==> config.mk <==
export PLATFORM = sky130hd
export DESIGN_NAME = linear_probe_hash_table_unit
export DESIGN_NICKNAME = d
export VERILOG_FILES = /design/src/rtl/core/lpht_pkg.sv /design/src/rtl/core/linear_probe_hash_table_unit.sv /design/src/rtl/core/lpht_mod.sv /design/src/rtl/core/lpht_dp.sv /design/src/rtl/core/lpht_ctrl.sv
export SDC_FILE = /design/constraint.sdc
export NUM_CORES = 1
export LEC_CHECK = 0
export BUFFER_PORTS_ARGS = -buffer_cell sky130_fd_sc_hd__buf_2
export CAP_MARGIN = 20
export CORE_MARGIN = 8
export CORE_UTILIZATION = 56
export DETAILED_ROUTE_END_ITERATION = 16
export PLACE_DENSITY = 0.81
export SYNTH_ARGS = -nofsm -noshare
export SYNTH_HDL_FRONTEND = slang
export SYNTH_SLANG_ARGS = --single-unit
export TNS_END_PERCENT = 10
==> constraint.sdc <==
create_clock -name clk -period 7.7 [get_ports clk]
set_clock_uncertainty 0.2 [all_clocks]
set_input_delay 0.77 -clock clk [delete_from_list [all_inputs] [get_ports clk]]
set_output_delay 0.77 -clock clk [all_outputs]
set_load 0.005 [all_outputs]
==> src/rtl/core/lpht_pkg.sv <==
// Shared types, sizes and codes for the linear probe hash table unit.
// Used by every module in rtl/core; depends on nothing.
package lpht_pkg;

  // table geometry
  localparam int TABLE_DEPTH = 16;
  localparam int KEY_BITS    = 16;
  localparam int IDX_W       = $clog2(TABLE_DEPTH);

  // configuration register width and derived compare width
  localparam int CFG_W = 5;
  localparam int CMP_W = (CFG_W > IDX_W + 1) ? CFG_W : IDX_W + 1;

  // result field widths
  localparam int STATUS_W = 3;
  localparam int SLOT_W   = 4;
  localparam int COUNT_W  = 5;

  // remainder unit: four dividend bits per cycle
  localparam int MOD_BITS  = 4;
  localparam int KEY_PAD   = ((KEY_BITS + MOD_BITS - 1) / MOD_BITS) * MOD_BITS;
  localparam int MOD_CYC   = KEY_PAD / MOD_BITS;
  localparam int MOD_CNT_W = $clog2(MOD_CYC + 1);

  // register port
  localparam int ADDR_W    = 3;
  localparam int DATA_W    = 32;
  localparam int REG_IDX_W = 1;
  localparam logic [REG_IDX_W-1:0] REG_HASH_DIV   = 1'd0;
  localparam logic [REG_IDX_W-1:0] REG_TABLE_SIZE = 1'd1;
  localparam logic [CFG_W-1:0]     HASH_DIV_RST   = 5'd13;
  localparam logic [CFG_W-1:0]     TABLE_SIZE_RST = 5'd16;

  // request codes
  localparam logic [1:0] REQ_SEARCH = 2'd0;
  localparam logic [1:0] REQ_INSERT = 2'd1;
  localparam logic [1:0] REQ_CLEAR  = 2'd2;
  localparam logic [1:0] REQ_UNUSED = 2'd3;

  // status codes
  localparam logic [STATUS_W-1:0] ST_FOUND     = 3'd0;
  localparam logic [STATUS_W-1:0] ST_NOT_FOUND = 3'd1;
  localparam logic [STATUS_W-1:0] ST_INSERTED  = 3'd2;
  localparam logic [STATUS_W-1:0] ST_FULL      = 3'd3;
  localparam logic [STATUS_W-1:0] ST_CLEARED   = 3'd4;

  typedef struct packed {
    logic [1:0]          req_type;
    logic [KEY_BITS-1:0] key;
  } in_word_t;

  typedef struct packed {
    logic [STATUS_W-1:0] status;
    logic [SLOT_W-1:0]   slot_index;
    logic [COUNT_W-1:0]  compare_count;
  } out_word_t;

  // controller to datapath
  typedef struct packed {
    logic load;
    logic start_hash;
    logic start_wrap;
    logic set_home;
    logic probe;
    logic push;
  } dp_cmd_t;

  // datapath to controller
  typedef struct packed {
    logic hash_done;
    logic wrap_needed;
    logic probe_done;
  } dp_stat_t;

endpackage

==> src/rtl/core/linear_probe_hash_table_unit.sv <==
// Linear probe hash table unit (needs lpht_pkg, lpht_ctrl, lpht_dp, lpht_mod).
// One request at a time: search, insert, clear, each giving one result word.
// A search or insert is accepted, then its key remainder is taken in the shared
// remainder unit (four key bits per cycle), and taken again by the size in use
// when the remainder falls outside that size; then slots are probed in turn
// (up to the size in use) and the result is handed off. Clear and the unused
// request type skip hashing and probing and go straight to handoff.
// A result waits in an output register, so the next request is taken while
// it is still stalled. Registers: hash divisor at 0x0, table size at 0x4.
module linear_probe_hash_table_unit (
  input  logic                         clk,
  input  logic                         rst_n,
  input  logic                         in_valid,
  output logic                         in_stall,
  input  lpht_pkg::in_word_t           in_word,
  output logic                         out_valid,
  input  logic                         out_stall,
  output lpht_pkg::out_word_t          out_word,
  input  logic                         psel,
  input  logic                         penable,
  input  logic                         pwrite,
  input  logic [lpht_pkg::ADDR_W-1:0]  paddr,
  input  logic [lpht_pkg::DATA_W-1:0]  pwdata,
  output logic [lpht_pkg::DATA_W-1:0]  prdata,
  output logic                         pready
);
  import lpht_pkg::*;

  logic [CFG_W-1:0]     hash_div_r;
  logic [CFG_W-1:0]     table_size_r;
  logic [REG_IDX_W-1:0] reg_idx;
  logic                 cfg_wr;
  dp_cmd_t              cmd;
  dp_stat_t             stat;

  // register port
  assign pready  = 1'b1;
  assign reg_idx = paddr[ADDR_W-1:2];
  assign cfg_wr  = psel && penable && pwrite;

  always_ff @(posedge clk) begin
    if (!rst_n) begin
      hash_div_r   <= HASH_DIV_RST;
      table_size_r <= TABLE_SIZE_RST;
    end else if (cfg_wr) begin
      unique case (reg_idx)
        REG_HASH_DIV:   hash_div_r   <= pwdata[CFG_W-1:0];
        REG_TABLE_SIZE: table_size_r <= pwdata[CFG_W-1:0];
        default: ;
      endcase
    end
  end

  always_comb begin
    unique case (reg_idx)
      REG_HASH_DIV:   prdata = DATA_W'(hash_div_r);
      REG_TABLE_SIZE: prdata = DATA_W'(table_size_r);
      default:        prdata = '0;
    endcase
  end

  // controller
  lpht_ctrl u_ctrl (
    .clk         (clk),
    .rst_n       (rst_n),
    .in_valid    (in_valid),
    .in_req_type (in_word.req_type),
    .in_stall    (in_stall),
    .out_valid   (out_valid),
    .out_stall   (out_stall),
    .cmd         (cmd),
    .stat        (stat)
  );

  // datapath
  lpht_dp u_dp (
    .clk      (clk),
    .rst_n    (rst_n),
    .cmd      (cmd),
    .stat     (stat),
    .in_word  (in_word),
    .cfg_div  (hash_div_r),
    .cfg_size (table_size_r),
    .out_word (out_word)
  );

endmodule

==> src/rtl/core/lpht_mod.sv <==
// Iterative remainder unit, four dividend bits per cycle (restoring).
// Depends on lpht_pkg.
module lpht_mod (
  input  logic                        clk,
  input  logic                        rst_n,
  input  logic                        start,
  input  logic [lpht_pkg::KEY_PAD-1:0] dividend,
  input  logic [lpht_pkg::CFG_W-1:0]   divisor,
  output logic                        done,
  output logic [lpht_pkg::CFG_W-1:0]   rem
);
  import lpht_pkg::*;

  logic                 busy_r;
  logic                 done_r;
  logic [MOD_CNT_W-1:0] cnt_r;
  logic [KEY_PAD-1:0]   shift_r;
  logic [KEY_PAD-1:0]   shift_nxt;
  logic [CFG_W-1:0]     div_r;
  logic [CFG_W-1:0]     rem_r;
  logic [CFG_W-1:0]     rem_nxt;

  // four shift-and-subtract steps on the remainder
  always_comb begin
    logic [CFG_W:0] part;
    part = {1'b0, rem_r};
    for (int i = 0; i < MOD_BITS; i++) begin
      part = {part[CFG_W-1:0], shift_r[KEY_PAD-1-i]};
      if (part >= {1'b0, div_r}) begin
        part = part - {1'b0, div_r};
      end
    end
    rem_nxt   = part[CFG_W-1:0];
    shift_nxt = shift_r << MOD_BITS;
  end

  // control
  always_ff @(posedge clk) begin
    if (!rst_n) begin
      busy_r <= 1'b0;
      done_r <= 1'b0;
      cnt_r  <= '0;
    end else begin
      done_r <= 1'b0;
      if (start) begin
        busy_r <= 1'b1;
        cnt_r  <= '0;
      end else if (busy_r) begin
        cnt_r <= cnt_r + 1'b1;
        if (cnt_r == MOD_CNT_W'(MOD_CYC - 1)) begin
          busy_r <= 1'b0;
          done_r <= 1'b1;
        end
      end
    end
  end

  // operands and partial remainder
  always_ff @(posedge clk) begin
    if (start) begin
      shift_r <= dividend;
      div_r   <= divisor;
      rem_r   <= '0;
    end else if (busy_r) begin
      shift_r <= shift_nxt;
      rem_r   <= rem_nxt;
    end
  end

  assign done = done_r;
  assign rem  = rem_r;

endmodule

==> src/rtl/core/lpht_dp.sv <==
// Datapath: slot store, home slot reduction, probe pointer and result registers.
// Depends on lpht_pkg and lpht_mod.
module lpht_dp (
  input  logic                      clk,
  input  logic                      rst_n,
  input  lpht_pkg::dp_cmd_t         cmd,
  output lpht_pkg::dp_stat_t        stat,
  input  lpht_pkg::in_word_t        in_word,
  input  logic [lpht_pkg::CFG_W-1:0] cfg_div,
  input  logic [lpht_pkg::CFG_W-1:0] cfg_size,
  output lpht_pkg::out_word_t       out_word
);
  import lpht_pkg::*;

  // request and probe state
  logic [1:0]          req_r;
  logic [KEY_BITS-1:0] key_r;
  logic [IDX_W-1:0]    home_r;
  logic [IDX_W-1:0]    ptr_r;
  logic [CFG_W-1:0]    cnt_r;
  out_word_t           res_r;
  out_word_t           out_word_r;

  // slot store
  logic [TABLE_DEPTH-1:0] valid_r;
  logic [KEY_BITS-1:0]    key_mem [TABLE_DEPTH];
  logic [KEY_BITS-1:0]    slot_key_r;

  logic [CFG_W-1:0]   div_eff;
  logic [CFG_W-1:0]   size_eff;
  logic               mod_start;
  logic [KEY_PAD-1:0] mod_dividend;
  logic [CFG_W-1:0]   mod_divisor;
  logic               mod_done;
  logic [CFG_W-1:0]   mod_rem;
  logic [IDX_W-1:0]   home_val;
  logic [IDX_W-1:0]   ptr_next;
  logic [CFG_W-1:0]   cnt_inc;
  logic               slot_v;
  logic               slot_hit;
  logic               probe_fin;
  logic               ins_write;
  out_word_t          probe_res;

  function automatic logic [SLOT_W-1:0] slot_of(input logic [IDX_W-1:0] p);
    logic [CMP_W-1:0] e;
    e = CMP_W'(p);
    return e[SLOT_W-1:0];
  endfunction

  // effective divisor and table size
  always_comb begin
    logic [CMP_W-1:0] s_ext;
    div_eff  = (cfg_div == '0) ? CFG_W'(1) : cfg_div;
    s_ext    = CMP_W'(cfg_size);
    if (cfg_size == '0) begin
      size_eff = CFG_W'(1);
    end else if (s_ext > CMP_W'(TABLE_DEPTH)) begin
      size_eff = CFG_W'(TABLE_DEPTH);
    end else begin
      size_eff = cfg_size;
    end
  end

  // remainder unit: key by divisor, then home by size when out of range
  assign mod_start    = cmd.start_hash | cmd.start_wrap;
  assign mod_dividend = cmd.start_wrap ? KEY_PAD'(mod_rem) : KEY_PAD'(in_word.key);
  assign mod_divisor  = cmd.start_wrap ? size_eff : div_eff;

  lpht_mod u_mod (
    .clk      (clk),
    .rst_n    (rst_n),
    .start    (mod_start),
    .dividend (mod_dividend),
    .divisor  (mod_divisor),
    .done     (mod_done),
    .rem      (mod_rem)
  );

  always_comb begin
    logic [CMP_W-1:0] r_ext;
    r_ext    = CMP_W'(mod_rem);
    home_val = r_ext[IDX_W-1:0];
  end

  // next probe slot, wrapping at the size in use
  always_comb begin
    logic [CMP_W-1:0] p_inc;
    p_inc = CMP_W'(ptr_r) + CMP_W'(1);
    if (p_inc == CMP_W'(size_eff)) begin
      ptr_next = '0;
    end else begin
      ptr_next = p_inc[IDX_W-1:0];
    end
  end

  // one probe step
  assign slot_v   = valid_r[ptr_r];
  assign slot_hit = (slot_key_r == key_r);
  assign cnt_inc  = cnt_r + 1'b1;

  always_comb begin
    probe_res = '0;
    ins_write = 1'b0;
    probe_fin = 1'b0;
    if (req_r == REQ_INSERT) begin
      if (!slot_v) begin
        ins_write = 1'b1;
        probe_fin = 1'b1;
        probe_res = '{status: ST_INSERTED, slot_index: slot_of(ptr_r),
                      compare_count: COUNT_W'(cnt_r)};
      end else if (cnt_inc == size_eff) begin
        probe_fin = 1'b1;
        probe_res = '{status: ST_FULL, slot_index: slot_of(home_r),
                      compare_count: COUNT_W'(size_eff)};
      end
    end else begin
      if (!slot_v || slot_hit || (ptr_next == home_r)) begin
        probe_fin = 1'b1;
        if (slot_v && slot_hit) begin
          probe_res = '{status: ST_FOUND, slot_index: slot_of(ptr_r),
                        compare_count: COUNT_W'(cnt_inc)};
        end else if (!slot_v) begin
          probe_res = '{status: ST_NOT_FOUND, slot_index: slot_of(ptr_r),
                        compare_count: COUNT_W'(cnt_inc)};
        end else begin
          probe_res = '{status: ST_NOT_FOUND, slot_index: slot_of(ptr_r),
                        compare_count: COUNT_W'(cnt_r)};
        end
      end
    end
  end

  // request, probe and result registers
  always_ff @(posedge clk) begin
    if (cmd.load) begin
      req_r <= in_word.req_type;
      key_r <= in_word.key;
      if (in_word.req_type == REQ_CLEAR) begin
        res_r <= '{status: ST_CLEARED, slot_index: '0, compare_count: '0};
      end else begin
        res_r <= '{status: ST_NOT_FOUND, slot_index: '0, compare_count: '0};
      end
    end
    if (cmd.set_home) begin
      home_r <= home_val;
      ptr_r  <= home_val;
      cnt_r  <= '0;
    end
    if (cmd.probe) begin
      if (probe_fin) begin
        res_r <= probe_res;
      end else begin
        ptr_r <= ptr_next;
        cnt_r <= cnt_inc;
      end
    end
    if (cmd.push) begin
      out_word_r <= res_r;
    end
  end

  // slot keys: write on insert, read one step ahead of the probe pointer
  always_ff @(posedge clk) begin
    if (cmd.probe && ins_write) begin
      key_mem[ptr_r] <= key_r;
    end
    if (cmd.set_home) begin
      slot_key_r <= key_mem[home_val];
    end else if (cmd.probe && !probe_fin) begin
      slot_key_r <= key_mem[ptr_next];
    end
  end

  // slot valid bits
  always_ff @(posedge clk) begin
    if (!rst_n) begin
      valid_r <= '0;
    end else if (cmd.load && (in_word.req_type == REQ_CLEAR)) begin
      valid_r <= '0;
    end else if (cmd.probe && ins_write) begin
      valid_r[ptr_r] <= 1'b1;
    end
  end

  assign stat.hash_done   = mod_done;
  assign stat.wrap_needed = (mod_rem >= size_eff);
  assign stat.probe_done  = probe_fin;
  assign out_word         = out_word_r;

endmodule

==> src/rtl/core/lpht_ctrl.sv <==
// Controller state machine: sequences hashing, probing and result handoff.
// Depends on lpht_pkg.
module lpht_ctrl (
  input  logic                clk,
  input  logic                rst_n,
  input  logic                in_valid,
  input  logic [1:0]          in_req_type,
  output logic                in_stall,
  output logic                out_valid,
  input  logic                out_stall,
  output lpht_pkg::dp_cmd_t   cmd,
  input  lpht_pkg::dp_stat_t  stat
);
  import lpht_pkg::*;

  typedef enum logic [2:0] {
    S_IDLE,
    S_HASH,
    S_WRAP,
    S_PROBE,
    S_PUSH
  } state_t;

  state_t state_r;
  state_t state_nxt;
  logic   out_valid_r;
  logic   out_valid_nxt;
  logic   in_acc;
  logic   out_free;
  logic   needs_probe;

  assign in_acc      = in_valid && (state_r == S_IDLE);
  assign out_free    = !out_valid_r || !out_stall;
  assign needs_probe = (in_req_type == REQ_SEARCH) || (in_req_type == REQ_INSERT);

  // commands and next state
  always_comb begin
    cmd           = '0;
    state_nxt     = state_r;
    out_valid_nxt = out_valid_r && out_stall;
    unique case (state_r)
      S_IDLE: begin
        if (in_acc) begin
          cmd.load = 1'b1;
          if (needs_probe) begin
            cmd.start_hash = 1'b1;
            state_nxt      = S_HASH;
          end else begin
            state_nxt = S_PUSH;
          end
        end
      end
      S_HASH: begin
        if (stat.hash_done) begin
          if (stat.wrap_needed) begin
            cmd.start_wrap = 1'b1;
            state_nxt      = S_WRAP;
          end else begin
            cmd.set_home = 1'b1;
            state_nxt    = S_PROBE;
          end
        end
      end
      S_WRAP: begin
        if (stat.hash_done) begin
          cmd.set_home = 1'b1;
          state_nxt    = S_PROBE;
        end
      end
      S_PROBE: begin
        cmd.probe = 1'b1;
        if (stat.probe_done) begin
          state_nxt = S_PUSH;
        end
      end
      S_PUSH: begin
        if (out_free) begin
          cmd.push      = 1'b1;
          out_valid_nxt = 1'b1;
          state_nxt     = S_IDLE;
        end
      end
      default: state_nxt = S_IDLE;
    endcase
  end

  // state and output valid
  always_ff @(posedge clk) begin
    if (!rst_n) begin
      state_r     <= S_IDLE;
      out_valid_r <= 1'b0;
    end else begin
      state_r     <= state_nxt;
      out_valid_r <= out_valid_nxt;
    end
  end

  assign in_stall  = (state_r != S_IDLE);
  assign out_valid = out_valid_r;

  // an accepted request always leaves idle
  a_acc_busy: assert property (@(posedge clk) disable iff (!rst_n)
    in_valid && !in_stall |=> state_r != S_IDLE)
    else $error("accepted request did not leave idle");

  // a new word only appears from the handoff state
  a_word_src: assert property (@(posedge clk) disable iff (!rst_n)
    $rose(out_valid_r) |-> $past(state_r == S_PUSH))
    else $error("output word raised outside handoff");

  // a finished probe goes straight to handoff
  a_probe_end: assert property (@(posedge clk) disable iff (!rst_n)
    state_r == S_PROBE && stat.probe_done |=> state_r == S_PUSH)
    else $error("finished probe did not reach handoff");

  // handoff never overwrites a word still waiting
  a_no_overrun: assert property (@(posedge clk) disable iff (!rst_n)
    cmd.push |-> !out_valid_r || !out_stall)
    else $error("result pushed over a stalled word");

endmodule

==> metrics.csv <==
metric,value,unit
clock-sinks,392,
antenna_cells,0,
vdd.ir_drop.worst,0.770,mV
netlist_area,19500,µm²
cp_max_fo,5,
htree_levels,2,
placed_area,20300,µm²
gr-total-overflow,0,
synth_edf_count,327,
crit_top_cell,buf_4,
pre_cts_ws,-0.0798,ns
clk_latency,0.54,ns
worst_path_max_delay_cell,fa_1,
rows,68,
ios,107,
start_util,56.6,%
design_area,21600,µm²
coreArea,34500,µm²
avgSynthCellArea,13.4,µm²
avgViaCountPerCell,6.72,
first_global_vias,13300,
fin_crit,7.33,ns
whs_path_depth,1,
io_buffers,49,
p_per_area,313,nW/µm²
max_clock_freq,0.136,GHz
instances_no_fill,1996,
maxCapViolCount,0,
critPathTopFamily,compound AO/OA/AOI/OAI gates,
cts_tree,yes,
dieArea,41100,µm²
drc,0,
r2r_start,u_dp.u_mod.shift_r[15],
synth_top_area_share,50.3,%
gp_congestion,0.873,
detail-route-antenna-nets,0,
hold_violations,0,
leakage,7.41,nW
period_share,95.2,%
async_flop_share,0,%
dp_cells,1916,
setup_ws,0.370,ns
dieWidth,203,µm
yosysTopAreaCell,edfxtp_1,
cp.buffers_inverters,7,
grt_max_degree,65,
cts-buffers-inserted,38,
drive_gt1_share,20.6,%
synth_cell_types,74,
power,6.78,mW
yosys-top-cells-area,"edfxtp_1 (50%), mux4_2 (9.9%), dfxtp_1 (6.7%)",
wl_per_cell,25.4,µm
grt_pass1_wl,76600,µm
fillers,2407,
reg2reg_depth,32,
final_common_cell,edfxtp_1,
slew_headroom,24.6,%
yosysSeqAreaShare,57.0,%
required,7.95,ns
startpoint_type,flip-flop,
min_path_type,in -> reg,
die_height,203,µm
setup_tns,0,ns
path_clk_slew,0.07,ns
final_cell_mix,"edfxtp_1 (327), nand2_1 (119), mux4_2 (86), mux2i_1 (77), a21oi_1 (74)",
hp-start,in_word[13],
arrival,7.58,ns
ys_seq_elements,392,
num_vias,13400,
crit_type,reg -> reg,
grt_usage,23.9,%
drt-pass1-iter-count,5,
holdWs,0.216,ns
area_delta_synth_final,10.9,%
clockRootBuffer,clkbuf_16,
synthCells,1461,
nets,1608,
rrSetupSlack,0.37,ns
fin_util,62.8,%
totalWireLength,50700,µm
yosysWarningCount,0,
status,completed,
first_iter_violations,1668,
critPathCaptureType,flip-flop,
whs_endpoint,u_dp.key_r[13],
worst_pin_slew,1.13,ns
max_stage_delay,0.45,ns
dp_hpwl,30600,µm
setup_viol_count_final,0,
antenna_found_initial,0,
dominantRegCellSynth,edfxtp_1,
slew_viol_final,0,
clk_path_buf_depth,3,
[cells by family after synthesis]
family	synth area share, %
flops	57.0
compound gates	12.2
simple gates	7.26
mux	15.4
buf+inv	3.67
xor+xnor	1.96
fa+ha+maj	2.46
other cells	0.0385
[layer usage]
metal | GRT usage (%) | part of all wire (%) | up-vias
li1 | - | - | 5747
met3 | 4.61 | 9.7 | 160
met1 | 30.3 | 37 | 6676
met5 | 0 | 0 | -
met2 | 40.1 | 49 | 824
met4 | 9.95 | 3.8 | 0
[power by group]
group	internal [mW]	switching [mW]
logic	1.13	1.15
clock network	1.03	0.781
registers	2.49	0.195
[area by class of cell]
cell class | count | area [µm²] | area share [%]
Sequential cell | 392 | 11100 | 51.4
Multi-Input combinational cell | 937 | 7910 | 36.5
Inverter | 42 | 158 | 0.729
Clock inverter | 17 | 156 | 0.723
Tap cell | 455 | 569 | 2.63
Clock buffer | 52 | 1050 | 4.88
Timing Repair Buffer | 101 | 663 | 3.06
[registers in the layout (all words and copies together) (netlist names), named ones only]
register	cells
table_size_r	5
u_dp.res_r	12
u_dp.valid_r	16
u_dp.u_mod.done	1
u_dp.u_mod.rem	5
u_dp.u_mod.cnt_r	3
hash_div_r	5
u_ctrl.state_r	3
u_dp.ptr_r	4
u_dp.req_r	2
u_dp.u_mod.busy_r	1
u_dp.u_mod.shift_r	16
u_dp.key_mem	256
u_dp.cnt_r	5
u_dp.u_mod.div_r	5
u_dp.slot_key_r	16
u_dp.key_r	16
u_dp.home_r	4
u_ctrl.out_valid	1
u_dp.out_word	12
[synth_stat cells, drive strengths merged, types with 4 or more instances]
| cell | n |
|---|---|
| nor2 | 49 |
| nor2b | 37 |
| dfxtp | 65 |
| nand4 | 9 |
| edfxtp | 327 |
| a22o | 5 |
| mux2i | 77 |
| inv | 42 |
| mux4 | 86 |
| xor2 | 7 |
| nand3 | 9 |
| and3 | 9 |
| ha | 32 |
| nor3 | 15 |
| buf | 58 |
| a22oi | 17 |
| o21a | 4 |
| o21bai | 18 |
| a21o | 7 |
| xnor2 | 34 |
| fa | 4 |
| o21ai | 39 |
| nor4 | 4 |
| a221oi | 4 |
| a311oi | 14 |
| o22ai | 51 |
| mux2 | 27 |
| nand2 | 119 |
| a21boi | 4 |
| or2 | 5 |
| a211oi | 45 |
| o211ai | 26 |
| and2 | 21 |
| clkbuf | 58 |
| a21oi | 79 |
| nand2b | 11 |
[how the worst max path moves through the flow]
stage / start / end / depth (start not counted)
after floorplan: u_dp.u_mod.shift_r[15] / flip-flop / 30
after detailed placement: u_dp.u_mod.shift_r[15] / flip-flop / 34
final: u_dp.u_mod.shift_r[15] / flip-flop / 32
after global placement: u_dp.u_mod.shift_r[15] / flip-flop / 33
after CTS: u_dp.u_mod.shift_r[15] / flip-flop / 34
after global routing: u_dp.u_mod.shift_r[15] / flip-flop / 35
[worst register-to-register path: cells and delay by family (launching register included)]
| kind | cells | cell delay (ns) |
|---|---|---|
| and+or+nand+nor | 3 | 0.27 |
| muxes | 4 | 1.14 |
| AOI/OAI and AO/OA | 13 | 2.80 |
| buffers and inverters | 7 | 0.95 |
| adders and majority gates | 5 | 1.47 |
| DFF | 1 | 0.42 |
[timing repair]
item	4_1_cts	5_1_grt
buffers inserted	0	8
setup endpoints to repair	6	9
pin swaps	1	5
cloned	0	0
gates resized for setup	2	8
hold buffers	0	0
No activity file was read; power rests on OpenSTA's default activity.
